[src/rtl/assert_macros.svh]
// assertion macros for the rtl files
// no dependencies; define ASSERT_OFF to compile the checks out
`ifndef ASSERT_MACROS_SVH
`define ASSERT_MACROS_SVH
`ifndef ASSERT_OFF
`define ASSERT_PROP(lbl, clk, rst, prop, msg) \
   lbl: assert property (@(posedge clk) disable iff (rst) (prop)) else $error(msg);
`define ASSERT_IMPL(lbl, clk, rst, ante, cons, msg) \
   lbl: assert property (@(posedge clk) disable iff (rst) (ante) |-> (cons)) else $error(msg);
`else
`define ASSERT_PROP(lbl, clk, rst, prop, msg)
`define ASSERT_IMPL(lbl, clk, rst, ante, cons, msg)
`endif
`endif

[src/rtl/dtfs_pkg.sv]
// shared types and constants of the depth table floor search block
// no dependencies
`default_nettype none
package dtfs_pkg;
   localparam int DEFAULT_TABLE_DEPTH  = 2048;
   localparam int DEFAULT_MAX_INDEX    = 1092;
   localparam int DEFAULT_SEARCH_START = 546;
   localparam int DEFAULT_FIRST_STEP   = 273;

   localparam int ENTRY_W       = 32;
   localparam int INDEX_FIELD_W = 11;
   localparam int EXT_W         = 13;
   localparam int REQ_TDATA_W   = 80;
   localparam int RSP_TDATA_W   = 16;

   typedef enum logic {
      FUNC_WRITE = 1'b0,
      FUNC_QUERY = 1'b1
   } func_type;

   typedef enum logic [2:0] {
      ST_IDLE,
      ST_SEARCH,
      ST_DOWN,
      ST_UP,
      ST_FINISH
   } state_type;

   // request to the shared index unit
   typedef struct packed {
      logic sub;
      logic by_step;
   } step_req_type;

   // entry compared against the query depth
   typedef struct packed {
      logic gt;
      logic lt;
      logic eq;
   } cmp_flags_type;
endpackage
`default_nettype wire

[src/rtl/dtfs_step_unit.sv]
// shared compare and index step unit: compares an entry with the query and
// moves an index up or down by the step or by one, clamped to the table
// depends on dtfs_pkg
`default_nettype none
module dtfs_step_unit #(
   parameter int TABLE_DEPTH = dtfs_pkg::DEFAULT_TABLE_DEPTH,
   parameter int IDX_W       = 11,
   parameter int STEP_W      = 9
) (
   input  wire logic signed [dtfs_pkg::ENTRY_W-1:0] entry,
   input  wire logic signed [dtfs_pkg::ENTRY_W-1:0] query,
   input  wire logic        [IDX_W-1:0]             base,
   input  wire logic        [STEP_W-1:0]            step,
   input  wire dtfs_pkg::step_req_type              req,
   output dtfs_pkg::cmp_flags_type                  flags,
   output logic             [IDX_W-1:0]             result
);
   localparam int SUM_W = IDX_W + 1;
   localparam logic [SUM_W-1:0] LAST = SUM_W'(TABLE_DEPTH - 1);

   logic [SUM_W-1:0] base_ext;
   logic [SUM_W-1:0] delta;
   logic [SUM_W-1:0] sum;

   always_comb begin
      flags.gt = entry > query;
      flags.lt = entry < query;
      flags.eq = entry == query;
   end

   always_comb begin
      base_ext = SUM_W'(base);
      delta    = req.by_step ? SUM_W'(step) : SUM_W'(1);
      sum      = base_ext + delta;
      if (req.sub) begin
         // saturate at index zero
         result = (delta > base_ext) ? '0 : IDX_W'(base_ext - delta);
      end else begin
         result = (sum > LAST) ? IDX_W'(LAST) : IDX_W'(sum);
      end
   end
endmodule
`default_nettype wire

[config.mk]
export PLATFORM = sky130hd
export DESIGN_NAME = dtfs_step_unit
export DESIGN_NICKNAME = d
export VERILOG_FILES = /design/src/rtl/assert_macros.svh /design/src/rtl/dtfs_pkg.sv /design/src/rtl/dtfs_step_unit.sv
export SDC_FILE = /design/constraint.sdc
export NUM_CORES = 1
export LEC_CHECK = 0
export BUFFER_PORTS_ARGS = -buffer_cell sky130_fd_sc_hd__buf_4
export CAP_MARGIN = 10
export CORE_UTILIZATION = 53
export DETAILED_ROUTE_END_ITERATION = 8
export PLACE_DENSITY = 0.95
export SLEW_MARGIN = 20
export SYNTH_ARGS = -nofsm -noshare
export SYNTH_HDL_FRONTEND = slang
export SYNTH_SLANG_ARGS = --single-unit
[constraint.sdc]
create_clock -name vclk -period 4.52
set_input_delay 0.226 -clock vclk [all_inputs]
set_output_delay 0.226 -clock vclk [all_outputs]
set_load 0.01 [all_outputs]
==> results of run 1 <==
==> cell usage in the layout, fill, tap and decap left out, drive strengths merged, types with 4 or more instances in the layout <==
master  netlist  final
nor3          6      6
o211ai        7      7
nand2        22     22
nand2b        6      6
a21o          7      7
nor2         16     16
inv          53     53
nand3         6      6
nand4         9      9
or4           4      4
ha           50     50
o21ai         9      9
nor2b         6      6
and2          5      5
a21oi        28     28
buf           1    100
a211oi        5      5
==> cells by family (layout without fill, tap and decap cells) <==
logic type / Yosys count / after routing / share of synthesized area, %
AO/OA/AOI/OAI: 81 / 81 / 28.31
XOR/XNOR: 2 / 2 / 0.8947
adder cells (fa/ha/maj): 52 / 52 / 33.99
buffers and inverters: 63 / 154 / 12.14
multiplexers: 1 / 1 / 0.5112
AND/OR/NAND/NOR: 91 / 91 / 24.15
==> report_power, final <==
group / leakage [nW] / switching (W) / internal (W) / total (W)
registers: 0 / 0 / 0 / 0
clock network: 0 / 0 / 0 / 0
logic: 1.53 / 0.000149 / 0.000154 / 0.000303
total: 1.53 / 0.000149 / 0.000154 / 0.000303
==> per-stage QoR <==
step                      setup WS (ns)  cells  total power [W]  hold slack (ns)  cell area (um2)
after floorplan                   1.921    290        0.0001701           0.5776             1958
after global placement            1.751    427        0.0002859           0.8293             2731
after detailed placement          1.710    427        0.0002997           0.8340             2731
after CTS                         1.699    427        0.0003011           0.8394             2731
after global routing              1.435    427        0.0003326           0.8522             2731
final                             1.635    427        0.0003034           0.8413             2731
==> cells in the mapped netlist (all sizes together) (2+ instances only) <==
master	number
nor2b	6
clkbuf	8
o31a	2
nor4	3
o311ai	3
o21ai	9
a221o	3
nand4	9
nand2b	6
or2	2
fa	2
ha	50
o21a	2
a21o	7
or3	3
nand3	6
nor2	16
a21oi	28
inv	53
xnor2	2
a211oi	5
o31ai	3
and2	5
nand2	22
nor3	6
or4	4
o211a	2
o211ai	7
==> tightest hold or removal path, delay by kind of cell <==
kind | cells | cell delay, ns
buffers and inverters | 2 | 0.23
AO/OA/AOI/OAI | 1 | 0.16
==> final cells by class <==
class | count | area share, %
inverter | 54 | 7.421
multi-input combinational | 227 | 62.99
tap | 46 | 2.107
timing repair buffer | 100 | 27.49
==> path summary, 6_finish.rpt <==
check | from | to
worst max-delay path | req[0] | result[10]
worst min-delay path | base[10] | result[9]
==> per-layer routing <==
metal  vias to the layer above  global-route usage [%]
met3                        20                   2.737
li1                       1223                       -
met2                       135                   60.87
met5                         -                       0
met1                      1092                   33.59
met4                         0                   7.558
==> flow_summary.yaml, run 1 <==
outcome:
  outcome: "finished clean"
synth:
  synth.avg_cell_area_um2: 6.752
  yosysSeqAreaShare_pct: 0
  synth_cell_types: 46
  synth_top_cell_area_share_pct: 31.95
  synth_warnings: 0
  syn_nets: 428
  syn_area_mm2: 0.001958
  syn-instance-count: 290
  yosys.area.top_type: "ha_1"
  synthTopCellsByArea: "ha_1 (32%), inv_1 (10%), a21oi_1 (7.2%)"
cts:
  holdBufCountCts: 0
  post_cts_buffers: 0
  cts_resized: 0
sta:
  worst_slew_pin_slew_ns: 0.6487
  timing.fmax_ghz: 0.3466
  setup_tns_ns: 0
  post-route-period-util_pct: 63.84
  slew_viol_final: 0
  report.final.setup_viol: 0
  rsz0062_at_grt: "false"
  slew_headroom_pct: 56.07
  layout_min_cycle_time_ns: 2.885
  finalHoldViolCount: 0
worst_setup_path:
  worst-path-stages: 12
  crit_path_max_incr_delay_ns: 0.41
  worstSetupPathType: "in2out"
  arrival_ns: 2.66
  cp_slowest_cell: "fa_1"
  required_ns: 4.29
  critPathTopFamily: "compound AO/OA/AOI/OAI gates"
  crit_path_end_kind: "primary output"
  critPathLaunchType: "input pin"
  path_cells: "buf_4, nand2b_1, ha_1, inv_1, fa_1, a21oi_1, o2111ai_1, a21oi_1, nor2_1, o311ai_0, o211ai_1, buf_4"
  crit_buf_inv: 3
  critPathMaxFanout: 9
floorplanning:
  start_util_pct: 56.89
  coreArea_mm2: 0.003442
  io_pins: 100
  die_y_um: 62.79
  fp-row-count: 21
  die_area_mm2: 0.003942
  chipWidth_um: 62.79
placement:
  dpl.hpwl_mm: 5.432
  gp_congestion: 0.9280
  io_buffers: 100
detailed_routing:
  wire_per_inst_um: 14.48
  wl_met1_mm: 2.384
  wl_mm: 6.184
  viasPerCell: 5.785
  firstDrtPassIters: 4
  routed-wl-met2_mm: 3.188
  vias: 2470
  drc: 0
  highest_layer: "met4"
  wl_met3_um: 438
  ant_nets: 0
  dr.first_iter.drc_count: 123
pwr:
  peakVddDrop_mv: 0.08052
  total_leakage_power_nw: 1.533
  cellPowerDensity_mw_per_mm2: 111.1
cells_and_area:
  final_nets: 521
  fillCellCount: 265
  drive_gt1_share_pct: 27.30
  multi_input_area_mm2: 0.001720
  n_antenna_cell: 0
  area_growth_pct: 39.49
  final_core_util_pct: 79.35
  n_sequential_cell: 0
  clkbuf_count: 0
  register_area_um2: 0
worst_hold_path:
  whs_path_depth: 3
  hold_path.class: "in2out"
grt:
  antenna_found_initial: 0
  grt-ovfl-total: 0
  grt_pass1_vias: 2307
  grt_pass1_wl_mm: 9.887
  grt_max_degree: 18
  grt_usage_pct: 30.45
job:
  drv_cap: 0
(Power assumes the default switching activity.)
==> run 2, diff against run 1 <==
- CORE_UTILIZATION: 53 -> 44
- PLACE_DENSITY: 0.95 -> 0.87
- clock period: 4.52 -> 2.64 ns (I/O delays scaled with it)
==> flow_summary.yaml, run 2 (synthesized netlist as in run 1, its figures left out) <==
outcome:
  outcome: "finished clean"
sta:
  slew_headroom_pct: 71.46
  setup_tns_ns: 0
  layout_min_cycle_time_ns: 2.555
  finalHoldViolCount: 0
  post-route-period-util_pct: 96.79
  slew_viol_final: 0
  rsz0062_at_grt: "false"
  worst_slew_pin_slew_ns: 0.4242
  report.final.setup_viol: 0
  finalWorstSetupSlack_ns: 0.08473
  timing.fmax_ghz: 0.3913
cells_and_area:
  n_sequential_cell: 0
  area_growth_pct: 43.45
  final_cell_mix: "buf_4 (106), inv_1 (53), ha_1 (50)"
  clkbuf_count: 0
  final_nets: 527
  final_common_cell: "buf_4"
  design_area_mm2: 0.002809
  drive_gt1_share_pct: 29.46
  n_antenna_cell: 0
  register_area_um2: 0
worst_hold_path:
  hold_path.class: "in2out"
detailed_routing:
  firstDrtPassIters: 4
  highest_layer: "met4"
  drc: 0
  wl_met3_um: 575
  wl_met1_mm: 2.339
  wl_mm: 5.971
  vias: 2408
  routed-wl-met2_mm: 3.035
  ant_nets: 0
  viasPerCell: 5.510
  dr.first_iter.drc_count: 115
  wire_per_inst_um: 13.66
grt:
  grt-ovfl-total: 0
  grt_pass1_vias: 2215
  grt_max_degree: 18
  grt_usage_pct: 24.16
  antenna_found_initial: 0
  grt_pass1_wl_mm: 9.073
worst_setup_path:
  critPathTopFamily: "compound AO/OA/AOI/OAI gates"
  critPathLaunchType: "input pin"
  critPathMaxFanout: 9
  arrival_ns: 2.42
  crit_path_max_incr_delay_ns: 0.46
  required_ns: 2.51
  crit_top_cell: "buf_4"
  cp_slowest_cell: "ha_1"
  path_cells: "buf_4, nand2_1, ha_1, o21ai_0, a211oi_1, o21ai_0, nor2b_1, buf_4, nor4_1, buf_4"
  worstSetupPathType: "in2out"
  crit_buf_inv: 3
  crit_path_end_kind: "primary output"
floorplanning:
  chipWidth_um: 68.71
  die_area_mm2: 0.004721
  die_y_um: 68.71
  coreArea_mm2: 0.004144
  start_util_pct: 47.25
  fp-row-count: 23
  io_pins: 100
placement:
  place_ws_ns: 0.1256
  gp_congestion: 0.9524
  io_buffers: 100
  dpl.hpwl_mm: 5.206
  postPlaceCellArea_mm2: 0.002781
pwr:
  peakVddDrop_mv: 0.1278
  cellPowerDensity_mw_per_mm2: 189.7
  total_leakage_power_nw: 1.564
job:
  drv_cap: 0
-- run 2: cell type report --
type / count / area [um2]
Tap cell: 50 / 62.56
Multi-Input combinational cell: 227 / 1748
Timing Repair Buffer: 106 / 795.8
Fill cell: 370 / 1335
Inverter: 54 / 202.7
-- run 2: stage by stage --
step	utilization [%]	hold WS (ns)	std cells	power, W
floorplan	-	0.3896	290	0.0002913
global placement	67.12	0.6236	437	0.0005056
detailed placement	67.12	0.6535	437	0.0005208
CTS	67.12	0.6541	437	0.0005228
global route	67.78	0.6826	437	0.0005908
finish	67.78	0.6508	437	0.0005328
-- run 2: path summary, 6_finish.rpt --
kind	start	end	slack (ns)	cells after the start
max	req[0]	result[3]	0.08	10
min	base[10]	result[10]	0.65	3
-- run 2: routing by layer --
metal | GRT usage (%) | vias to the layer above
met3 | 1.645 | 4
li1 | - | 1236
met1 | 30.19 | 1056
met2 | 46.32 | 112
met4 | 2.041 | 0
met5 | 0 | -
-- run 2: what timing repair did --
action                                  CTS  global route
gates resized for setup                   0             5
buffers inserted                          0             0
hold buffers                              0             0
endpoints found under the setup margin    0             3
-- run 2: power by group --
part / total (W) / switching (W) / internal [W]
sequential: 0 / 0 / 0
combinational: 0.000533 / 0.000259 / 0.000274
clock: 0 / 0 / 0
total: 0.000533 / 0.000259 / 0.000274
==> run 3, diff against run 2 <==
- BUFFER_PORTS_ARGS: -buffer_cell sky130_fd_sc_hd__buf_4 -> -buffer_cell sky130_fd_sc_hd__clkbuf_2
- SLEW_MARGIN: 20 -> 10
==> flow_summary.yaml, run 3 (synthesized netlist as in run 1, its figures left out) <==
detailed_routing:
  viasPerCell: 5.827
  routed-wl-met2_mm: 3.000
  dr.first_iter.drc_count: 117
  ant_nets: 0
  drc: 0
  wl_met3_um: 539
  firstDrtPassIters: 6
  vias: 2558
  wl_mm: 6.055
  wire_per_inst_um: 13.79
  wl_met1_mm: 2.347
  highest_layer: "met4"
cells_and_area:
  n_antenna_cell: 0
  final_cell_mix: "clkbuf_2 (100), inv_1 (53), ha_1 (47)"
  final_nets: 529
  n_sequential_cell: 0
  register_area_um2: 0
  design_area_mm2: 0.002576
  clkbuf_count: 0
  multi_input_area_mm2: 0.001750
  drive_gt1_share_pct: 30.33
  final_common_cell: "clkbuf_2"
  area_growth_pct: 31.57
  fillCellCount: 394
pwr:
  cellPowerDensity_mw_per_mm2: 190.5
  total_leakage_power_nw: 1.503
  peakVddDrop_mv: 0.1338
floorplanning:
  io_pins: 100
  coreArea_mm2: 0.004144
  fp-row-count: 23
  chipWidth_um: 68.71
  die_area_mm2: 0.004721
  die_y_um: 68.71
  start_util_pct: 47.25
worst_hold_path:
  min-delay-start: "base[10]"
  whs_path_depth: 3
  min_to: "result[10]"
  hold_path.class: "in2out"
sta:
  slew_headroom_pct: 69.38
  holdWs_ns: 0.6606
  layout_min_cycle_time_ns: 2.482
  slew_viol_final: 0
  post-route-period-util_pct: 94.01
  report.final.setup_viol: 0
  worst_slew_pin_slew_ns: 0.4551
  timing.fmax_ghz: 0.4029
  finalHoldViolCount: 0
placement:
  gp_congestion: 1.026
  dpl.hpwl_mm: 5.203
  postPlaceCellArea_mm2: 0.002546
  io_buffers: 100
worst_setup_path:
  path_cells: "clkbuf_2, nand2_1, ha_1, nand2b_1, a2111oi_4, o31a_1, or3_1, a21oi_1, nor4_1, clkbuf_2"
  critPathTopFamily: "simple AND/OR/NAND/NOR gates"
  cp_slowest_cell: "a2111oi_4"
  arrival_ns: 2.35
  crit_path_max_incr_delay_ns: 0.37
  required_ns: 2.51
  crit_path_end_kind: "primary output"
  critPathLaunchType: "input pin"
  crit_buf_inv: 2
  critPathMaxFanout: 9
  crit_top_cell: "clkbuf_2"
  worstSetupPathType: "in2out"
grt:
  antenna_found_initial: 0
  grt_pass1_wl_mm: 9.377
  grt-ovfl-total: 0
  grt_pass1_vias: 2319
  grt_usage_pct: 25.09
  grt_max_degree: 18
outcome:
  outcome: "finished clean"
cts:
  holdBufCountCts: 0
job:
  drv_cap: 0
run 3: cell types whose count changed in the layout (fill, tap and decap cells not counted), sizes merged:
cell	previous run	this run
buf	106	8
clkbuf	0	100
run 3: report_power, final:
part / switching (W) / total (W) / internal [W]
sequential: 0 / 0 / 0
combinational: 0.000264 / 0.000491 / 0.000227
clock: 0 / 0 / 0
total: 0.000264 / 0.000491 / 0.000227
run 3: how the worst max path moves through the flow:
stage                start          to  slack [ns]  cells after the start
floorplan           req[0]   result[2]        0.23                      9
finish              req[0]   result[3]        0.16                     10
global placement    req[0]   result[2]        0.14                     10
detailed placement  req[0]  result[10]        0.08                     12
CTS                 req[0]  result[10]        0.09                     12
global route        req[0]   result[2]       -0.01                     10
run 3: layout make-up:
cell class,instances,share of cell area [%]
timing repair buffer,108,21.76
multi-input combinational,227,67.95
inverter,54,7.868
tap,50,2.428
run 3: stage by stage:
step            power, W  instances  setup TNS [ns]  utilization, %  setup slack, ns
3_5_place_dp   0.0004725        439               0           61.44          0.08267
5_1_grt        0.0005516        439        -0.01714           62.17         -0.01237
2_1_floorplan  0.0002913        290               0               -           0.2289
6_report       0.0004909        439               0           62.17           0.1580
3_3_place_gp   0.0004541        439               0           61.44           0.1445
4_1_cts        0.0004752        439               0           61.44          0.08619
run 3: metal layers:
layer / GRT usage, % / vias to the layer above
li1: - / 1239
met1: 27.96 / 1151
met5: 0 / -
met2: 46.08 / 144
met4: 9.949 / 0
met3: 5.099 / 24
run 3: tightest hold or removal path, stage by stage:
cell	delay (ns)
clkbuf_2	0.15
o211ai_1	0.11
clkbuf_2	0.13
run 3: timing repair:
item                                    in CTS  in global routing
endpoints found under the setup margin       0                  9
buffers inserted                             0                  0
gates resized for setup                      0                  9
